==> src/sv/cidv_pkg.sv <==
// ----------------------------------------------------------------------------
// Content ID string validator package
// Shared types, codes and defaults for the ID string validator.
// ----------------------------------------------------------------------------
`default_nettype none

package cidv_pkg;

  localparam int MAX_SEGMENT_LEN_DEF = 64;
  localparam int MAX_ID_LEN_DEF      = 256;

  localparam int CFG_INDEX_W = 8;
  localparam int CFG_DATA_W  = 64;

  localparam logic [CFG_INDEX_W-1:0] CFG_KIND_BYTES = CFG_INDEX_W'(0);
  localparam logic [CFG_INDEX_W-1:0] CFG_KIND_LEN   = CFG_INDEX_W'(1);

  localparam logic [3:0] ERR_NONE         = 4'd0;
  localparam logic [3:0] ERR_EMPTY        = 4'd1;
  localparam logic [3:0] ERR_EMPTY_SEG    = 4'd2;
  localparam logic [3:0] ERR_TOO_LONG     = 4'd3;
  localparam logic [3:0] ERR_NON_ASCII    = 4'd4;
  localparam logic [3:0] ERR_BAD_START    = 4'd5;
  localparam logic [3:0] ERR_BAD_CHAR     = 4'd6;
  localparam logic [3:0] ERR_SEPARATOR    = 4'd7;
  localparam logic [3:0] ERR_WRONG_KIND   = 4'd8;
  localparam logic [3:0] ERR_BAD_INSTANCE = 4'd9;

  localparam logic [1:0] MODE_STABLE   = 2'd0;
  localparam logic [1:0] MODE_KIND     = 2'd1;
  localparam logic [1:0] MODE_INSTANCE = 2'd2;

  localparam logic [1:0] REGION_FIRST  = 2'd0;
  localparam logic [1:0] REGION_SECOND = 2'd1;
  localparam logic [1:0] REGION_PATH   = 2'd2;

  localparam logic [7:0] CH_ASCII_MAX   = 8'h7f;
  localparam logic [7:0] CH_UNDERSCORE  = 8'h5f;
  localparam logic [7:0] CH_COLON       = 8'h3a;
  localparam logic [7:0] CH_DOT         = 8'h2e;
  localparam logic [7:0] CH_AT          = 8'h40;
  localparam logic [7:0] CH_ZERO        = 8'h30;
  localparam logic [7:0] CH_NINE        = 8'h39;
  localparam logic [7:0] CH_LOWER_A     = 8'h61;
  localparam logic [7:0] CH_LOWER_Z     = 8'h7a;

  typedef struct packed {
    logic [7:0] char_code;
    logic       last_char;
    logic       empty_string;
    logic [1:0] mode;
  } in_item_t;

  typedef struct packed {
    logic        ok;
    logic [3:0]  error_code;
    logic [6:0]  namespace_len;
    logic [6:0]  kind_len;
    logic [8:0]  path_len;
    logic [63:0] counter_value;
  } result_t;

endpackage

`default_nettype wire

==> src/sv/cidv_core.sv <==
// ----------------------------------------------------------------------------
// ID string validator core
// Per-byte string state and the end-of-string result, updated once per step.
// ----------------------------------------------------------------------------
`default_nettype none

module cidv_core #(
  parameter int MAX_SEGMENT_LEN = cidv_pkg::MAX_SEGMENT_LEN_DEF,
  parameter int MAX_ID_LEN      = cidv_pkg::MAX_ID_LEN_DEF
) (
  input  logic               clk,
  input  logic               rst,
  input  logic               step,
  input  cidv_pkg::in_item_t item,
  input  logic [63:0]        kind_bytes,
  input  logic [3:0]         kind_len,
  output logic               produce,
  output cidv_pkg::result_t  result
);
  import cidv_pkg::*;

  localparam int SEG_CAP = (MAX_SEGMENT_LEN > MAX_ID_LEN) ? MAX_SEGMENT_LEN : MAX_ID_LEN;
  localparam int SL_W    = $clog2(SEG_CAP + 2);
  localparam int TL_W    = $clog2(MAX_ID_LEN + 2);
  localparam int FL_W    = $clog2(MAX_SEGMENT_LEN + 2);
  localparam int PW      = (TL_W > 9) ? TL_W : 9;
  localparam int KW      = (SL_W > 4) ? SL_W : 4;

  logic [1:0]      latched_mode, latched_mode_next;
  logic            in_string, in_string_next;
  logic [TL_W-1:0] total_length, total_length_next;
  logic [1:0]      region, region_next;
  logic [1:0]      separator_count, separator_count_next;
  logic            dot_after_colon, dot_after_colon_next;
  logic [SL_W-1:0] segment_length, segment_length_next;
  logic [3:0]      segment_pending_error, segment_pending_error_next;
  logic [3:0]      first_segment_error, first_segment_error_next;
  logic [FL_W-1:0] field_len0, field_len0_next;
  logic [FL_W-1:0] field_len1, field_len1_next;
  logic [63:0]     counter_accum, counter_accum_next;
  logic [3:0]      counter_error, counter_error_next;
  logic            kind_matches, kind_matches_next;

  logic [7:0]      c;
  logic            is_digit;
  logic            inst;
  logic [67:0]     prod;
  logic [3:0]      fin_err;
  logic [3:0]      fin_first;
  logic [PW-1:0]   path;

  function automatic logic [3:0] char_error(input logic [7:0] ch, input logic at_start);
    logic lo;
    logic dg;
    lo = (ch >= CH_LOWER_A) && (ch <= CH_LOWER_Z);
    dg = (ch >= CH_ZERO) && (ch <= CH_NINE);
    if (ch > CH_ASCII_MAX) begin
      return ERR_NON_ASCII;
    end else if (at_start && !lo) begin
      return ERR_BAD_START;
    end else if (!lo && !dg && (ch != CH_UNDERSCORE)) begin
      return ERR_BAD_CHAR;
    end
    return ERR_NONE;
  endfunction

  function automatic logic [3:0] close_error(input logic [SL_W-1:0] len,
                                             input logic [3:0] pend);
    if (len == '0) begin
      return ERR_EMPTY_SEG;
    end else if (len > SL_W'(MAX_SEGMENT_LEN)) begin
      return ERR_TOO_LONG;
    end
    return pend;
  endfunction

  always_comb begin
    logic [3:0] ce;
    logic [3:0] be;
    c        = item.char_code;
    is_digit = (c >= CH_ZERO) && (c <= CH_NINE);
    produce  = item.empty_string || item.last_char;
    result   = '0;

    // A new string starts from cleared state.
    latched_mode_next          = in_string ? latched_mode : item.mode;
    in_string_next             = 1'b1;
    total_length_next          = in_string ? total_length : '0;
    region_next                = in_string ? region : REGION_FIRST;
    separator_count_next       = in_string ? separator_count : 2'd0;
    dot_after_colon_next       = in_string ? dot_after_colon : 1'b0;
    segment_length_next        = in_string ? segment_length : '0;
    segment_pending_error_next = in_string ? segment_pending_error : ERR_NONE;
    first_segment_error_next   = in_string ? first_segment_error : ERR_NONE;
    field_len0_next            = in_string ? field_len0 : '0;
    field_len1_next            = in_string ? field_len1 : '0;
    counter_accum_next         = in_string ? counter_accum : '0;
    counter_error_next         = in_string ? counter_error : ERR_NONE;
    kind_matches_next          = in_string ? kind_matches : 1'b1;

    if (total_length_next <= TL_W'(MAX_ID_LEN)) begin
      total_length_next = total_length_next + TL_W'(1);
    end

    inst = (latched_mode_next == MODE_INSTANCE);
    ce   = close_error(segment_length_next, segment_pending_error_next);
    be   = char_error(c, segment_length_next == '0);
    prod = ({4'b0, counter_accum_next} << 3) + ({4'b0, counter_accum_next} << 1)
           + 68'(c[3:0]);

    if (!inst) begin
      if (c == CH_COLON) begin
        if (separator_count_next == 2'd0) begin
          field_len0_next = FL_W'(segment_length_next);
          if (first_segment_error_next == ERR_NONE) first_segment_error_next = ce;
          segment_length_next        = '0;
          segment_pending_error_next = ERR_NONE;
          region_next                = REGION_SECOND;
        end
        if (separator_count_next < 2'd2) separator_count_next = separator_count_next + 2'd1;
      end else if ((c == CH_DOT) && (region_next == REGION_SECOND)) begin
        if (KW'(segment_length_next) != KW'(kind_len)) kind_matches_next = 1'b0;
        field_len1_next = FL_W'(segment_length_next);
        if (first_segment_error_next == ERR_NONE) first_segment_error_next = ce;
        segment_length_next        = '0;
        segment_pending_error_next = ERR_NONE;
        region_next                = REGION_PATH;
        dot_after_colon_next       = 1'b1;
      end else if ((c == CH_DOT) && (region_next == REGION_PATH)) begin
        if (first_segment_error_next == ERR_NONE) first_segment_error_next = ce;
        segment_length_next        = '0;
        segment_pending_error_next = ERR_NONE;
      end else begin
        if (region_next == REGION_SECOND) begin
          if ((KW'(segment_length_next) >= KW'(8)) ||
              (KW'(segment_length_next) >= KW'(kind_len)) ||
              (kind_bytes[{segment_length_next[2:0], 3'b000} +: 8] != c)) begin
            kind_matches_next = 1'b0;
          end
        end
        if (segment_pending_error_next == ERR_NONE) segment_pending_error_next = be;
        if (segment_length_next <= SL_W'(MAX_SEGMENT_LEN)) begin
          segment_length_next = segment_length_next + SL_W'(1);
        end
      end
    end else begin
      if ((c == CH_AT) && (separator_count_next == 2'd0)) begin
        field_len1_next = FL_W'(segment_length_next);
        if (first_segment_error_next == ERR_NONE) first_segment_error_next = ce;
        segment_length_next        = '0;
        segment_pending_error_next = ERR_NONE;
        region_next                = REGION_SECOND;
        separator_count_next       = 2'd1;
      end else begin
        if ((c == CH_AT) && (separator_count_next < 2'd2)) begin
          separator_count_next = separator_count_next + 2'd1;
        end
        if (region_next == REGION_FIRST) begin
          if (segment_pending_error_next == ERR_NONE) segment_pending_error_next = be;
          if (segment_length_next <= SL_W'(MAX_SEGMENT_LEN)) begin
            segment_length_next = segment_length_next + SL_W'(1);
          end
        end else begin
          if (counter_error_next == ERR_NONE) begin
            if (!is_digit || ((segment_length_next == '0) && (c == CH_ZERO))) begin
              counter_error_next = ERR_BAD_INSTANCE;
            end else if (prod[67:64] != 4'd0) begin
              counter_error_next = ERR_TOO_LONG;
            end else begin
              counter_accum_next = prod[63:0];
            end
          end
          if (segment_length_next <= SL_W'(MAX_ID_LEN)) begin
            segment_length_next = segment_length_next + SL_W'(1);
          end
        end
      end
    end

    // End-of-string result.
    fin_first = (first_segment_error_next != ERR_NONE) ? first_segment_error_next
              : close_error(segment_length_next, segment_pending_error_next);
    if (total_length_next > TL_W'(MAX_ID_LEN)) begin
      fin_err = ERR_TOO_LONG;
    end else if (separator_count_next != 2'd1) begin
      fin_err = ERR_SEPARATOR;
    end else if (inst) begin
      if (first_segment_error_next != ERR_NONE) begin
        fin_err = first_segment_error_next;
      end else if (segment_length_next == '0) begin
        fin_err = ERR_BAD_INSTANCE;
      end else begin
        fin_err = counter_error_next;
      end
    end else if (!dot_after_colon_next) begin
      fin_err = ERR_SEPARATOR;
    end else if (fin_first != ERR_NONE) begin
      fin_err = fin_first;
    end else if ((latched_mode_next == MODE_KIND) && !kind_matches_next) begin
      fin_err = ERR_WRONG_KIND;
    end else begin
      fin_err = ERR_NONE;
    end

    path = PW'(total_length_next) - PW'(field_len0_next) - PW'(field_len1_next) - PW'(2);

    if (item.empty_string) begin
      in_string_next    = 1'b0;
      result.error_code = ERR_EMPTY;
    end else if (item.last_char) begin
      in_string_next    = 1'b0;
      result.ok         = (fin_err == ERR_NONE);
      result.error_code = fin_err;
      if (fin_err == ERR_NONE) begin
        result.kind_len = 7'(field_len1_next);
        if (inst) begin
          result.counter_value = counter_accum_next;
        end else begin
          result.namespace_len = 7'(field_len0_next);
          result.path_len      = path[8:0];
        end
      end
    end
  end

  always_ff @(posedge clk) begin
    if (rst) begin
      in_string <= 1'b0;
    end else if (step) begin
      in_string <= in_string_next;
    end
  end

  always_ff @(posedge clk) begin
    if (step) begin
      latched_mode          <= latched_mode_next;
      total_length          <= total_length_next;
      region                <= region_next;
      separator_count       <= separator_count_next;
      dot_after_colon       <= dot_after_colon_next;
      segment_length        <= segment_length_next;
      segment_pending_error <= segment_pending_error_next;
      first_segment_error   <= first_segment_error_next;
      field_len0            <= field_len0_next;
      field_len1            <= field_len1_next;
      counter_accum         <= counter_accum_next;
      counter_error         <= counter_error_next;
      kind_matches          <= kind_matches_next;
    end
  end

endmodule

`default_nettype wire

==> src/sv/content_id_string_validator_unit.sv <==
// ----------------------------------------------------------------------------
// Content ID string validator
// Validates one ID string per run, one byte per transfer, and returns one
// result per string.
//
// Each byte arrives as one transfer on the item channel (item_valid,
// item_ready, item). The mode is taken from the first byte of a string;
// last_char closes the string and empty_string answers at once. One result
// transfer per string leaves on the result channel (result_valid,
// result_ready, result).
// The expected kind is written through the cfg channel (index 0: kind
// bytes, index 1: kind length); the user must write it only while no string
// is in progress, which the block does not enforce. cfg_ready is always high.
// A closing byte is held in the input register; the result register is
// loaded from it when the core steps on that byte, and result_valid rises
// as it is loaded.
// Throughput: one byte per cycle, except while a closing byte waits for a
// free result register. When the receiver stalls, bytes that produce no
// result still flow; a closing byte waits in the input register until the
// result register is free. Reset clears the in-string flag, the kind
// registers and both valid flags.
// ----------------------------------------------------------------------------
`default_nettype none

module content_id_string_validator_unit #(
  parameter int MAX_SEGMENT_LEN = cidv_pkg::MAX_SEGMENT_LEN_DEF,
  parameter int MAX_ID_LEN      = cidv_pkg::MAX_ID_LEN_DEF
) (
  input  logic                                 clk,
  input  logic                                 rst,
  input  logic                                 item_valid,
  output logic                                 item_ready,
  input  cidv_pkg::in_item_t                   item,
  output logic                                 result_valid,
  input  logic                                 result_ready,
  output cidv_pkg::result_t                    result,
  input  logic                                 cfg_valid,
  output logic                                 cfg_ready,
  input  logic [cidv_pkg::CFG_INDEX_W-1:0]     cfg_index,
  input  logic [cidv_pkg::CFG_DATA_W-1:0]      cfg_data
);
  import cidv_pkg::*;

  logic        pend_valid;
  in_item_t    pend_item;
  logic [63:0] kind_bytes;
  logic [3:0]  kind_len;
  logic        core_step;
  result_t     core_result;
  logic        core_produce;

  assign cfg_ready  = 1'b1;
  assign core_step  = pend_valid && (!core_produce || !result_valid || result_ready);
  assign item_ready = !pend_valid || core_step;

  always_ff @(posedge clk) begin
    if (rst) begin
      kind_bytes <= '0;
      kind_len   <= '0;
    end else if (cfg_valid && cfg_ready) begin
      case (cfg_index)
        CFG_KIND_BYTES: kind_bytes <= cfg_data[63:0];
        CFG_KIND_LEN:   kind_len   <= cfg_data[3:0];
        default: ;
      endcase
    end
  end

  always_ff @(posedge clk) begin
    if (rst) begin
      pend_valid <= 1'b0;
    end else if (item_ready) begin
      pend_valid <= item_valid;
    end
  end

  always_ff @(posedge clk) begin
    if (item_valid && item_ready) begin
      pend_item <= item;
    end
  end

  cidv_core #(
    .MAX_SEGMENT_LEN(MAX_SEGMENT_LEN),
    .MAX_ID_LEN     (MAX_ID_LEN)
  ) u_core (
    .clk       (clk),
    .rst       (rst),
    .step      (core_step),
    .item      (pend_item),
    .kind_bytes(kind_bytes),
    .kind_len  (kind_len),
    .produce   (core_produce),
    .result    (core_result)
  );

  always_ff @(posedge clk) begin
    if (rst) begin
      result_valid <= 1'b0;
    end else if (core_step && core_produce) begin
      result_valid <= 1'b1;
    end else if (result_ready) begin
      result_valid <= 1'b0;
    end
  end

  always_ff @(posedge clk) begin
    if (core_step && core_produce) begin
      result <= core_result;
    end
  end

  a_stall_from_output: assert property (@(posedge clk) disable iff (rst)
    (pend_valid && !item_ready) |-> (result_valid && !result_ready))
    else $error("input register stalled while the result register was free");

  a_result_loaded: assert property (@(posedge clk) disable iff (rst)
    (core_step && core_produce) |=> result_valid)
    else $error("closing byte processed without a result");

  a_ok_code: assert property (@(posedge clk) disable iff (rst)
    result_valid |-> (result.ok == (result.error_code == ERR_NONE)))
    else $error("ok flag disagrees with error code");

  a_fail_zero: assert property (@(posedge clk) disable iff (rst)
    (result_valid && !result.ok) |->
      (result.namespace_len == 7'd0 && result.kind_len == 7'd0 &&
       result.path_len == 9'd0 && result.counter_value == 64'd0))
    else $error("failed result carries nonzero fields");

endmodule

`default_nettype wire
==> config.mk <==
export PLATFORM = sky130hd
export DESIGN_NAME = content_id_string_validator_unit
export DESIGN_NICKNAME = d
export VERILOG_FILES = /design/src/sv/cidv_pkg.sv /design/src/sv/cidv_core.sv /design/src/sv/content_id_string_validator_unit.sv
export SDC_FILE = /design/constraint.sdc
export NUM_CORES = 1
export LEC_CHECK = 0
export ABC_AREA = 1
export BUFFER_PORTS_ARGS = -buffer_cell sky130_fd_sc_hd__clkbuf_2
export CAP_MARGIN = 5
export CORE_MARGIN = 8
export CORE_UTILIZATION = 40
export CTS_BUF_LIST = sky130_fd_sc_hd__clkbuf_4 sky130_fd_sc_hd__clkbuf_8 sky130_fd_sc_hd__clkbuf_16
export DETAILED_ROUTE_END_ITERATION = 16
export PLACE_DENSITY = 0.62
export SLEW_MARGIN = 20
export SYNTH_ARGS = -nofsm -noshare
export SYNTH_HDL_FRONTEND = slang
export SYNTH_SLANG_ARGS = --single-unit
==> constraint.sdc <==
create_clock -name clk -period 14.3 [get_ports clk]
set_input_delay 2.86 -clock clk [delete_from_list [all_inputs] [get_ports clk]]
set_output_delay 2.86 -clock clk [all_outputs]
set_load 0.05 [all_outputs]
**Word level (Yosys, flattened, before mapping)**

Index checks and enable logic that the tools add are counted.

- Register bits: 291
- Bits in latches: 0
- Bits in writable memories: 0
- Memory bits (read-only): 0
- Bits of input ports: 89
- Logic and storage cells: 226
- Memories: 0

- Add/sub/neg operators: 8
- Multipliers: 0
- Divide/modulo/power cells: 0
- Magnitude comparators: 14
- Equal/unequal tests: 13
- Shift operators: 1
- Muxes and demuxes: 112
- Bitwise gates (word level): 3
- Reduce and logical (&&, ||, !) cells: 46

Operators with widths:

| operator | number |
|---|---|
| $mux 64 | 8 |
| $mux 4 | 43 |
| $mux 9 | 13 |
| $mux 88 | 1 |
| $mux 87 | 1 |
| $mux 7 | 10 |
| $add 67x65->68 | 1 |
| $add 68x4->68 | 1 |
| $shiftx 64x7->8 | 1 |
| $mux 2 | 13 |
| $eq 8x6->1 const B | 3 |
| $mux 1 | 23 |
| $add 9x1->9 const B | 2 |
| $gt 9x7->1 const B | 2 |
| $le 9x9->1 const B | 2 |
| $logic_not 9->1 | 2 |
| $sub 9x7->9 | 2 |
| $logic_not 4->1 | 4 |
| $logic_and 1x1->1 | 14 |
| $reduce_bool 4->1 | 3 |
| $ge 9x4->1 | 1 |
| $ge 9x4->1 const B | 1 |
| $gt 9x9->1 const B | 1 |
| $le 9x7->1 const B | 1 |
| other kinds (26) | 44 |

**Longest topological paths before layout**

- Depth in word-level cells: 25
- Gate-level depth with buffers: 33
- Depth with buffers taken out: 28

**By module**

From an unflattened synthesis, not the netlist that was laid out.

- Cell total of the unflattened synthesis: 2,901
- Area total of the unflattened synthesis: 21,169.1 µm²

Modules (own cells, without submodules):

| module | instances | cells each | area an instance (µm²) |
|---|---|---|---|
| cidv_core | 1 | 2,334 | 14,895.5 |
| content_id_string_validator_unit | 1 | 567 | 6,273.5 |

**Worst setup path after synthesis**

OpenSTA, ideal clock, no wires.

- Kind: input to register
- Start: in result_ready
- End: reg result[0] in the netlist's numbering (enable)
- Setup time: 446 ps
- Arrival time: 7,779 ps
- Data required time: 13,854 ps
- Slack: 6,074 ps
- Stages: 5
- Buffers on the path: 0
- Cells stage by stage: inv_1 nand2_1 o21a_1 nand2_1 inv_1

- Longest elaborated chain between the ends: 3

Ends and longest elaborated chain:

| item | RTL line | text |
|---|---|---|
| start, declared | content_id_string_validator_unit.sv:35 | `input logic result_ready,` |
| $logic_or 1x1->1 | content_id_string_validator_unit.sv:53 | `assign core_step = pend_valid && (!core_produce \|\| !result_valid \|\| result_ready);` |
| $logic_and 1x1->1 | content_id_string_validator_unit.sv:53 |  |
| via core_step | content_id_string_validator_unit.sv:48 | `logic core_step;` |
| $logic_and 1x1->1 | content_id_string_validator_unit.sv:108 | `if (core_step && core_produce) begin` |
| end signal, assigned | content_id_string_validator_unit.sv:109 | `result <= core_result;` |
| end, declared | content_id_string_validator_unit.sv:36 | `output cidv_pkg::result_t result,` |

The timed path passes the listed nets, and every way through them passes these cells.
A chain may end at the register's enable or synchronous reset.

**Final worst setup path**

- Start: in result_ready
- End: out item_ready

- Longest elaborated chain between the ends: 3

Ends and longest elaborated chain:

| item | RTL line | text |
|---|---|---|
| $logic_or 1x1->1 | content_id_string_validator_unit.sv:53 |  |
| $logic_and 1x1->1 | content_id_string_validator_unit.sv:53 |  |
| $logic_or 1x1->1 | content_id_string_validator_unit.sv:54 | `assign item_ready = !pend_valid \|\| core_step;` |
| end, declared | content_id_string_validator_unit.sv:32 | `output logic item_ready,` |

Every way passes these cells.

==> qor.yml <==
route:
  maxUsedRoutingLayer: "met4"
  avgRoutedWirePerCell_um: 16.0
  drcViolationCount: 0
  met2_length_um: 24300
  route.met3.wl_um: 2830
  via_count: 16871
  drt_iter0_drc: 1049
  wirelength_um: 53200
  ant_nets: 0
  vias_per_cell: 5.06
  dr.pass1.iters: 6
  drt-met1-wl_um: 24600
global_route:
  grt_pass1_vias: 16902
  grt_max_degree: 85
  grt_overflow_total: 0
  track_usage: 0.185
  antenna_found_initial: 0
  grt_pass1_wl_um: 86700
power_and_ir_drop:
  switching_share: 0.284
  power_per_cell_area_nw_per_um2: 96.6
  p_sw_w: 0.000613
  combPwrFrac: 0.146
  p_leak_nw: 10.5
  ir_drop_v: 0.0000572
  seqPwrFrac: 0.444
  pwr-share-clk: 0.410
  internal_power_w: 0.00154
clock_network:
  cts_root_buffer: "clkbuf_16"
  ctsHoldBuffers: 0
  clk_path_buf_depth: 3
  cts_resized: 0
  h-tree-depth: 2
  numCtsBuffers: 36
  clk_pin_slew_ns: 0.05
  cts_sinks: 291
  post_cts_buffers: 0
  clkLatencyLatePin_ns: 0.55
  cts_tree: "yes"
final_layout:
  syn2layout_area_growth_pct: 13.3
  drive_above_1_share: 0.121
  nets: 2881
  fillers: 4909
  diodes: 0
  postLayoutCellArea_sq_um: 22300
critical_path:
  rr_worst_depth: 24
  crit_type: "in2out"
  worst-path-max-fanout: 3
  crit_path_end_kind: "output port"
  arrival_ns: 3.44
  required_ns: 11.44
  critPathLaunchType: "input port"
  timing.reg2reg.setup_slack_ns: 8.20
yosys:
  synth_area_leader_cell: "edfxtp_1"
  synthArstFlopShare: 0
  ys_ff_latch: 291
  synth_top_area_frac: 0.335
  synth_warnings: 0
  yosys-top-cells-area: "edfxtp_1 34%, nand2_1 11%, ha_1 9.1%"
  ys_seq_area_frac: 0.408
  synthesis.area_sq_um: 19700
  avgSynthCellArea_sq_um: 7.91
  synth_cells: 2490
  synthDistinctLibCells: 55
  synth_ff_type: "edfxtp_1"
  synth_nets: 2732
  synth_edf_count: 220
timing:
  fin_worst_skew_ns: 0.0149
  hold_violations: 0
  slew_headroom: 0.334
  period_share: 0.441
  tightest_slew_ns: 0.999
  max_freq_mhz: 159
  setup_violations: 0
  whs_ns: 0.488
  setup_tns_ns: 0
  rsz0062_at_grt: "false"
  slew_viol_final: 0
  post-route-min-period_ns: 6.30
placed_design:
  placed_cell_area_sq_um: 21200
  hpwl_um: 40000
  numPortBuffers: 182
  gp_congestion: 0.917
floorplan:
  die_w_um: 238
  row_count: 81
  start_util: 0.404
  die_h_um: 238
  coreArea_sq_um: 48700
  num_io_pins: 184
  die_area_sq_um: 56600
min_path:
  min_path_cells: 2
  hold_class: "reg2reg"
status:
  status: "finished clean"
job:
  max-cap-violations: 0
cells in the mapped netlist, drive strengths merged (16+ instances only):
cell type  number
nand2         572
nor3           98
o21a           16
clkbuf         56
a31oi          27
xor2           49
a211oi         75
inv           401
nor2          226
o21ai         151
dfxtp          71
edfxtp        220
xnor2          29
a21oi         115
nand3         120
buf            26
nand4          20
ha            144
power groups by stage:
| stage | logic (W) | registers (W) | clock network (W) |
|---|---|---|---|
| after global routing | 0.000352 | 0.000959 | 0.000937 |
| after floorplan | 0.000200 | 0.00100 | 0 |
| after global placement | 0.000311 | 0.000973 | 0 |
| after detailed placement | 0.000317 | 0.000974 | 0 |
| after CTS | 0.000318 | 0.000956 | 0.000908 |
| final | 0.000315 | 0.000956 | 0.000884 |
registers in the layout, summed over array words and instances, names as in the netlist, 2 cells and up:
name                          count
result                           92
kind_bytes                       64
u_core.counter_accum             64
pend_item                        12
u_core.segment_length             9
u_core.total_length               9
u_core.field_len0                 7
u_core.field_len1                 7
kind_len                          4
u_core.counter_error              4
u_core.first_segment_error        4
u_core.segment_pending_error      4
u_core.latched_mode               2
u_core.region                     2
u_core.separator_count            2
final cells by class:
class                   count  area [sq um]  area share
multi-input cells        1714          9810       0.439
flip-flops and latches    291          8030       0.360
inverters                 403          1520      0.0679
clock buffers              48          1030      0.0463
repair buffers            193           993      0.0445
well taps                 664           831      0.0372
clock inverters            18           108     0.00482
worst max-delay path, stage by stage:
cell,delay [ns]
clkbuf_2,0.08
inv_1,0.06
nand4_1,0.16
clkbuf_2,0.28
metrics by stage:
stage / util / total power [W] / setup WS (ns) / cells
2_1_floorplan: - / 0.00120 / 6.07 / 2490
4_1_cts: 0.458 / 0.00218 / 8.01 / 3331
5_1_grt: 0.458 / 0.00225 / 7.59 / 3331
3_3_place_gp: 0.434 / 0.00128 / 8.02 / 3265
6_report: 0.458 / 0.00216 / 8.00 / 3331
3_5_place_dp: 0.434 / 0.00129 / 8.01 / 3265
layout by cell type, fill, tap and decap left out, drive strengths merged, types with 2 or more instances in the layout:
cell,n
o21a,16
clkinvlp,2
o22ai,8
a221oi,3
xnor2,29
a21oi,115
fa,9
nor2,226
xor2,49
and3,2
a31oi,27
nand3,120
o21bai,7
clkinv,15
edfxtp,220
inv,404
a22oi,6
dfxtp,71
o21ai,151
nor4,9
a211oi,75
buf,11
a21o,9
nand4,20
o31ai,2
nand2,572
ha,144
nor3,98
clkbuf,230
a21boi,7
layer usage:
metal	up-vias	global-route usage
met4	0	0.0623
met2	442	0.307
met3	86	0.0310
met1	7715	0.244
li1	8628	-
met5	-	0
final timing paths:
check                        end        startpoint
setup / recovery      item_ready      result_ready
hold / removal    kind_bytes[43]    kind_bytes[43]
setup reg to reg      result[72]  u_core.in_string
hold reg to reg   kind_bytes[43]    kind_bytes[43]
kinds of logic (layout without fill, tap and decap cells):
logic type	after synthesis	after routing	synth area share
other cells	1	1	0.000190
flops	291	291	0.408
xor+xnor	78	78	0.0347
fa+ha+maj	153	153	0.101
compound gates	431	431	0.130
buf+inv	485	662	0.0955
simple gates	1051	1051	0.232
Power figures use the tool's default switching activity.
